==> src/rtl/efb_pkg.sv <==
// Shared types, constants and helpers for the event fragment builder.
`default_nettype none

package efb_pkg;

	localparam int TABLE_DEPTH_DEF = 256;
	localparam int MAX_SOURCES_DEF = 64;

	localparam int NUM_W     = 32;
	localparam int SC_W      = 7;
	localparam int WIN_W     = 16;
	localparam int LIM_W     = 8;
	localparam int ENT_CNT_W = 9;   // per-entry fragment count, holds up to 511
	localparam int CNT_W     = 13;  // table-wide tallies, holds up to 8191
	localparam int OUT_CNT_W = 9;
	localparam int CFG_IDX_W = 2;
	localparam int CFG_W     = 16;

	localparam logic [SC_W-1:0]  SC_RESET    = SC_W'(1);
	localparam logic             PURGE_RESET = 1'b1;
	localparam logic [WIN_W-1:0] WIN_RESET   = WIN_W'(1000);
	localparam logic [LIM_W-1:0] LIM_RESET   = LIM_W'(200);

	typedef enum logic [CFG_IDX_W-1:0] {
		REG_SOURCE_COUNT,
		REG_PURGE_ENABLE,
		REG_AGE_WINDOW,
		REG_FORCE_LIMIT
	} reg_idx_t;

	// Pass that a token performs as it walks the chain.
	typedef enum logic [1:0] {
		OP_MATCH,
		OP_INSERT,
		OP_AGE,
		OP_FORCE
	} op_t;

	typedef struct packed {
		logic             valid;
		op_t              op;
		logic             hit;
		logic             placed;
		logic             done;
		logic             deliv;
		logic [NUM_W-1:0] last;
		logic [CNT_W-1:0] bcnt;
		logic [CNT_W-1:0] evict;
		logic [CNT_W-1:0] occ;
	} token_t;

	// Values broadcast to every cell.
	typedef struct packed {
		logic [NUM_W-1:0] num;
		logic [SC_W-1:0]  source_count;
		logic             purge;
		logic [WIN_W-1:0] window;
		logic [NUM_W-1:0] last;
		logic             force_evict;
	} ctl_t;

	function automatic token_t mk_token(input op_t op, input logic hit);
		token_t t;
		t = '0;
		t.valid = 1'b1;
		t.op = op;
		t.hit = hit;
		return t;
	endfunction

	function automatic logic [OUT_CNT_W-1:0] sat_cnt(input logic [CNT_W-1:0] v);
		logic [OUT_CNT_W-1:0] r;
		r = (v > CNT_W'((1 << OUT_CNT_W) - 1)) ? '1 : v[OUT_CNT_W-1:0];
		return r;
	endfunction

endpackage

`default_nettype wire

==> src/rtl/efb_cell.sv <==
// One table entry of the event fragment builder, with its token stage.
`default_nettype none

module efb_cell import efb_pkg::*; #(
	parameter int MAX_SOURCES = MAX_SOURCES_DEF
) (
	input  wire logic   clk,
	input  wire logic   arst_n,
	input  wire ctl_t   ctl,
	input  wire token_t tok_in,
	output token_t      tok_out
);

	logic                 v_q;
	logic [NUM_W-1:0]     num_q;
	logic [ENT_CNT_W-1:0] cnt_q;
	token_t               tok_q;

	logic                 nv;
	logic [NUM_W-1:0]     nn;
	logic [ENT_CNT_W-1:0] nc;
	token_t               t;

	always_comb begin
		nv = v_q;
		nn = num_q;
		nc = cnt_q;
		t  = tok_in;
		if (tok_in.valid) begin
			unique case (tok_in.op)
				OP_MATCH: begin
					if (v_q && num_q == ctl.num) begin
						t.hit = 1'b1;
						if (cnt_q < ENT_CNT_W'(MAX_SOURCES))
							nc = cnt_q + ENT_CNT_W'(1);
					end
				end
				OP_INSERT: begin
					if (!t.hit && !t.placed && !v_q) begin
						nv = 1'b1;
						nn = ctl.num;
						nc = ENT_CNT_W'(1);
						t.placed = 1'b1;
					end
					if (nv && nc == ENT_CNT_W'(ctl.source_count)) begin
						if (!t.done || nn > t.last)
							t.last = nn;
						t.done = 1'b1;
						if (nn != '0) begin
							t.deliv = 1'b1;
							t.bcnt = t.bcnt + CNT_W'(1);
						end
						nv = 1'b0;
					end
				end
				OP_AGE: begin
					if (ctl.purge && nv &&
					    ({1'b0, nn} + (NUM_W+1)'(ctl.window)) < {1'b0, ctl.last}) begin
						nv = 1'b0;
						t.evict = t.evict + CNT_W'(1);
					end
					if (nv)
						t.occ = t.occ + CNT_W'(1);
				end
				OP_FORCE: begin
					if (ctl.force_evict && nv && nn > NUM_W'(1)) begin
						nv = 1'b0;
						t.evict = t.evict + CNT_W'(1);
					end
					if (nv)
						t.occ = t.occ + CNT_W'(1);
				end
				default: ;
			endcase
		end
	end

	always_ff @(posedge clk or negedge arst_n) begin
		if (!arst_n) begin
			v_q   <= 1'b0;
			tok_q <= '0;
		end else begin
			v_q   <= nv;
			tok_q <= t;
		end
	end

	always_ff @(posedge clk) begin
		num_q <= nn;
		cnt_q <= nc;
	end

	assign tok_out = tok_q;

endmodule

`default_nettype wire

==> config.mk <==
export PLATFORM = sky130hd
export DESIGN_NAME = efb_cell
export DESIGN_NICKNAME = d
export VERILOG_FILES = /design/src/rtl/efb_pkg.sv /design/src/rtl/efb_cell.sv
export SDC_FILE = /design/constraint.sdc
export NUM_CORES = 1
export LEC_CHECK = 0
export ABC_CLOCK_PERIOD_IN_PS = 12200
export BUFFER_PORTS_ARGS = -buffer_cell sky130_fd_sc_hd__buf_2
export CAP_MARGIN = 20
export CELL_PAD_IN_SITES_DETAIL_PLACEMENT = 1
export CELL_PAD_IN_SITES_GLOBAL_PLACEMENT = 1
export CORE_MARGIN = 2
export CORE_UTILIZATION = 43
export DETAILED_ROUTE_END_ITERATION = 7
export GPL_ROUTABILITY_DRIVEN = 0
export PLACE_DENSITY = 0.94
export SETUP_SLACK_MARGIN = 0.2
export SLEW_MARGIN = 5
export SYNTH_ARGS = -nofsm -noshare
export SYNTH_HDL_FRONTEND = slang
export SYNTH_SLANG_ARGS = --single-unit
==> constraint.sdc <==
create_clock -name clk -period 12.2 [get_ports clk]
set_input_delay 2.44 -clock clk [delete_from_list [all_inputs] [get_ports clk]]
set_output_delay 2.44 -clock clk [all_outputs]
set_load 0.03 [all_outputs]
==> reports/qor.csv <==
metric,value,unit
Clock Path Buffers,2,
hold endpoint,cnt_q[7],
syn_area_per_cell,9.592,µm²
Hold WC Path Type,reg -> reg,
first-pass GRT wire length,49.32,mm
placed cells,1395,
core area,19650,µm²
HP Start,cnt_q[7],
DR vias/cell,5.647,
clock slew at reported path FFs,0.06,ns
"commonest non-fill, non-tap cell in the layout",buf_2,
die span in x,146,µm
Clock Latency Late Sink,0.42,ns
area growth from synthesis to layout,23.45,%
wire length per cell,22.16,µm
"commonest cells after routing, fill and taps aside","245 x buf_2, 115 x inv_1, 83 x ha_1, 79 x dfrtp_1, 64 x mux2i_1",
FF-to-FF path depth,18,
DPL Wire Length,24.41,mm
WL final,31.91,mm
Synth Cell Area,8671,µm²
# resized after CTS,0,
max-cap viol count,0,
"Arr. time, crit path",7.24,ns
DRC errors left,0,
# Post-CTS Setup Buffers,0,
Post-Synthesis Cells,904,
DRT antenna net count,0,
Pwr Total,1.204,mW
Vias,8132,
commonest register cell after synthesis,dfrtp_1,
final max-slew violation count,0,
first drt pass iteration count,5,
synth unique cells,64,
gr ovfl total,0,
Fin Clk Skew,0.009439,ns
largest net degree at the start of global routing,60,
fin nets,1402,
"FFs w/ async S/R, synth",65.83,%
antenna violations before repair,15,
vias in the first global route,8932,
register bit count reported by yosys,120,
post-synthesis sequential area ratio,37.00,%
critical path data required time,12.51,ns
CTS tree,built,
period utilisation layout,56.86,%
"Max FO, Critical Path",13,
r2r setup slk,6.86,ns
synth warn,0,
Final Hold Vio Count,0,
die footprint,21320,µm²
Slew headroom,27.64,%
Layout fillers,2366,
Pleak,5.465,nW
Gate power share,22.4,%
status,finished clean,
share of cells above drive strength 1,26.33,%
"non-filler cells, final",1440,
H-tree depth reported by CTS,4,
port bufs,246,
DRT iter0 DRCs,594,
origin of the critical flop-to-flop path,num_q[4],
RSZ-0062 raised after global routing,no,
worst vdd ir,0.09656,mV
Tmin final,6.937,ns
Post-Syn Nets,1157,
Net Sw Frac,31.30,%
Clk pwr share,39.9,%
FMAX,144.2,MHz
CTS buffer count,17,
Starting Density,44.12,%
Psw,376.8,µW
Post-synth EDFFs,41,
clock sinks,120,
Sequential Power Share,37.6,%
cts hold-fix bufs,0,
Final setup viols,0,
worst slew pin tran,1.079,ns
R2R Path End,tok_out[10],
row count,51,
Pwr Density,112.4,nW/µm²
height of the chip,146,µm
critical path endpoint category,flip-flop,
Crit Path Class,in -> reg,
Startpoint Class,input pin,
setup_tns,0,ns
Clock Tree Root,clkbuf_16,
GRT Total Usage,29.67,%
P_int,826.9,µW
I/O pin cnt,247,
hold path depth,2,
-- worst max path at each step --
stage | start | endpoint | slack (ns)
2_1_floorplan | ctl[38] | tok_out[10] | 6.03
3_3_place_gp | ctl[34] | tok_out[10] | 5.21
3_5_place_dp | ctl[39] | tok_out[23] | 4.95
4_1_cts | ctl[39] | tok_out[23] | 5.38
5_1_grt | ctl[39] | tok_out[24] | 4.93
6_report | ctl[39] | tok_out[23] | 5.26
-- sequential cells by signal, indices dropped and copies added (netlist names) --
signal   count
tok_out     78
num_q       32
cnt_q        9
v_q          1
-- cell usage after synthesis (all sizes together), types with 19 or more instances --
library cell  count  area [µm²]
inv             115       431.7
ha               83        1039
dfrtp            79        1977
mux2i            64       640.6
xor2             57       499.2
nand2            53       198.9
nor2             48       182.7
edfxtp           41        1231
nand4            41       256.5
a21oi            39       195.2
xnor2            39       341.6
nand3            34       170.2
o21ai            25       125.1
nor3             22       141.4
nor4             19       125.1
-- critical path: stages --
cell and delay, ns:
buf_2 0.11, ha_1 0.35, a2111oi_0 0.45, o21a_1 0.24
o2111ai_1 0.15, a31oi_1 0.37, o21bai_1 0.26, nand3_1 0.16
xnor2_1 0.13, ha_1 0.26, nand3_1 0.16, nor2_1 0.07
o41ai_1 0.32, nand4_1 0.12, o21bai_2 0.28, o31ai_2 0.92
nand4_1 0.23, xnor2_1 0.20
-- area by class of cell --
| type | instances | area [µm²] | area share (%) |
|---|---|---|---|
| Multi-Input combinational cell | 643 | 4866 | 45.46 |
| Sequential cell | 120 | 3208 | 29.97 |
| Timing Repair Buffer | 252 | 1279 | 11.95 |
| Clock buffer | 19 | 452.9 | 4.231 |
| Inverter | 115 | 431.7 | 4.033 |
| Tap cell | 265 | 331.6 | 3.098 |
| Clock inverter | 13 | 102.6 | 0.9585 |
| Antenna cell | 13 | 32.53 | 0.3039 |
-- power by group through the flow --
stage	combinational [mW]	clock (mW)	sequential (mW)
6_report	0.270	0.481	0.453
3_5_place_dp	0.261	0	0.459
3_3_place_gp	0.245	0	0.458
5_1_grt	0.295	0.502	0.454
2_1_floorplan	0.135	0	0.481
4_1_cts	0.268	0.484	0.452
-- routing by layer --
metal	GRT usage, %	up-vias	share of wire [%]
met5	0	-	0.085
met4	17.62	4	5.8
met3	6.614	120	7.1
met2	50.02	369	49
met1	34.65	3939	38
li1	-	3700	-
-- stage by stage --
stage	instance area (µm²)	util, %	worst slack (ns)	hold WS, ns
3_3_place_gp	10120	51.47	5.206	0.6339
2_1_floorplan	8671	-	6.031	0.6049
5_1_grt	10700	54.44	4.927	0.7057
3_5_place_dp	10120	51.47	4.948	0.6655
6_report	10700	54.46	5.263	0.6795
4_1_cts	10670	54.30	5.383	0.6782
-- cell families (layout without fill, tap and decap cells) --
| kind of cell | Yosys count | after routing | share of synthesized area [%] |
|---|---|---|---|
| xor gates and xnor gates | 96 | 96 | 9.697 |
| muxes | 68 | 68 | 7.908 |
| adders and majority gates | 84 | 84 | 12.21 |
| AOI/OAI and AO/OA | 131 | 131 | 10.17 |
| other | 0 | 13 | 0 |
| buffers and inverters | 141 | 399 | 6.883 |
| and+or+nand+nor | 264 | 264 | 16.13 |
| DFF | 120 | 120 | 37.00 |
Note: power is estimated with default switching activity, not from simulation.
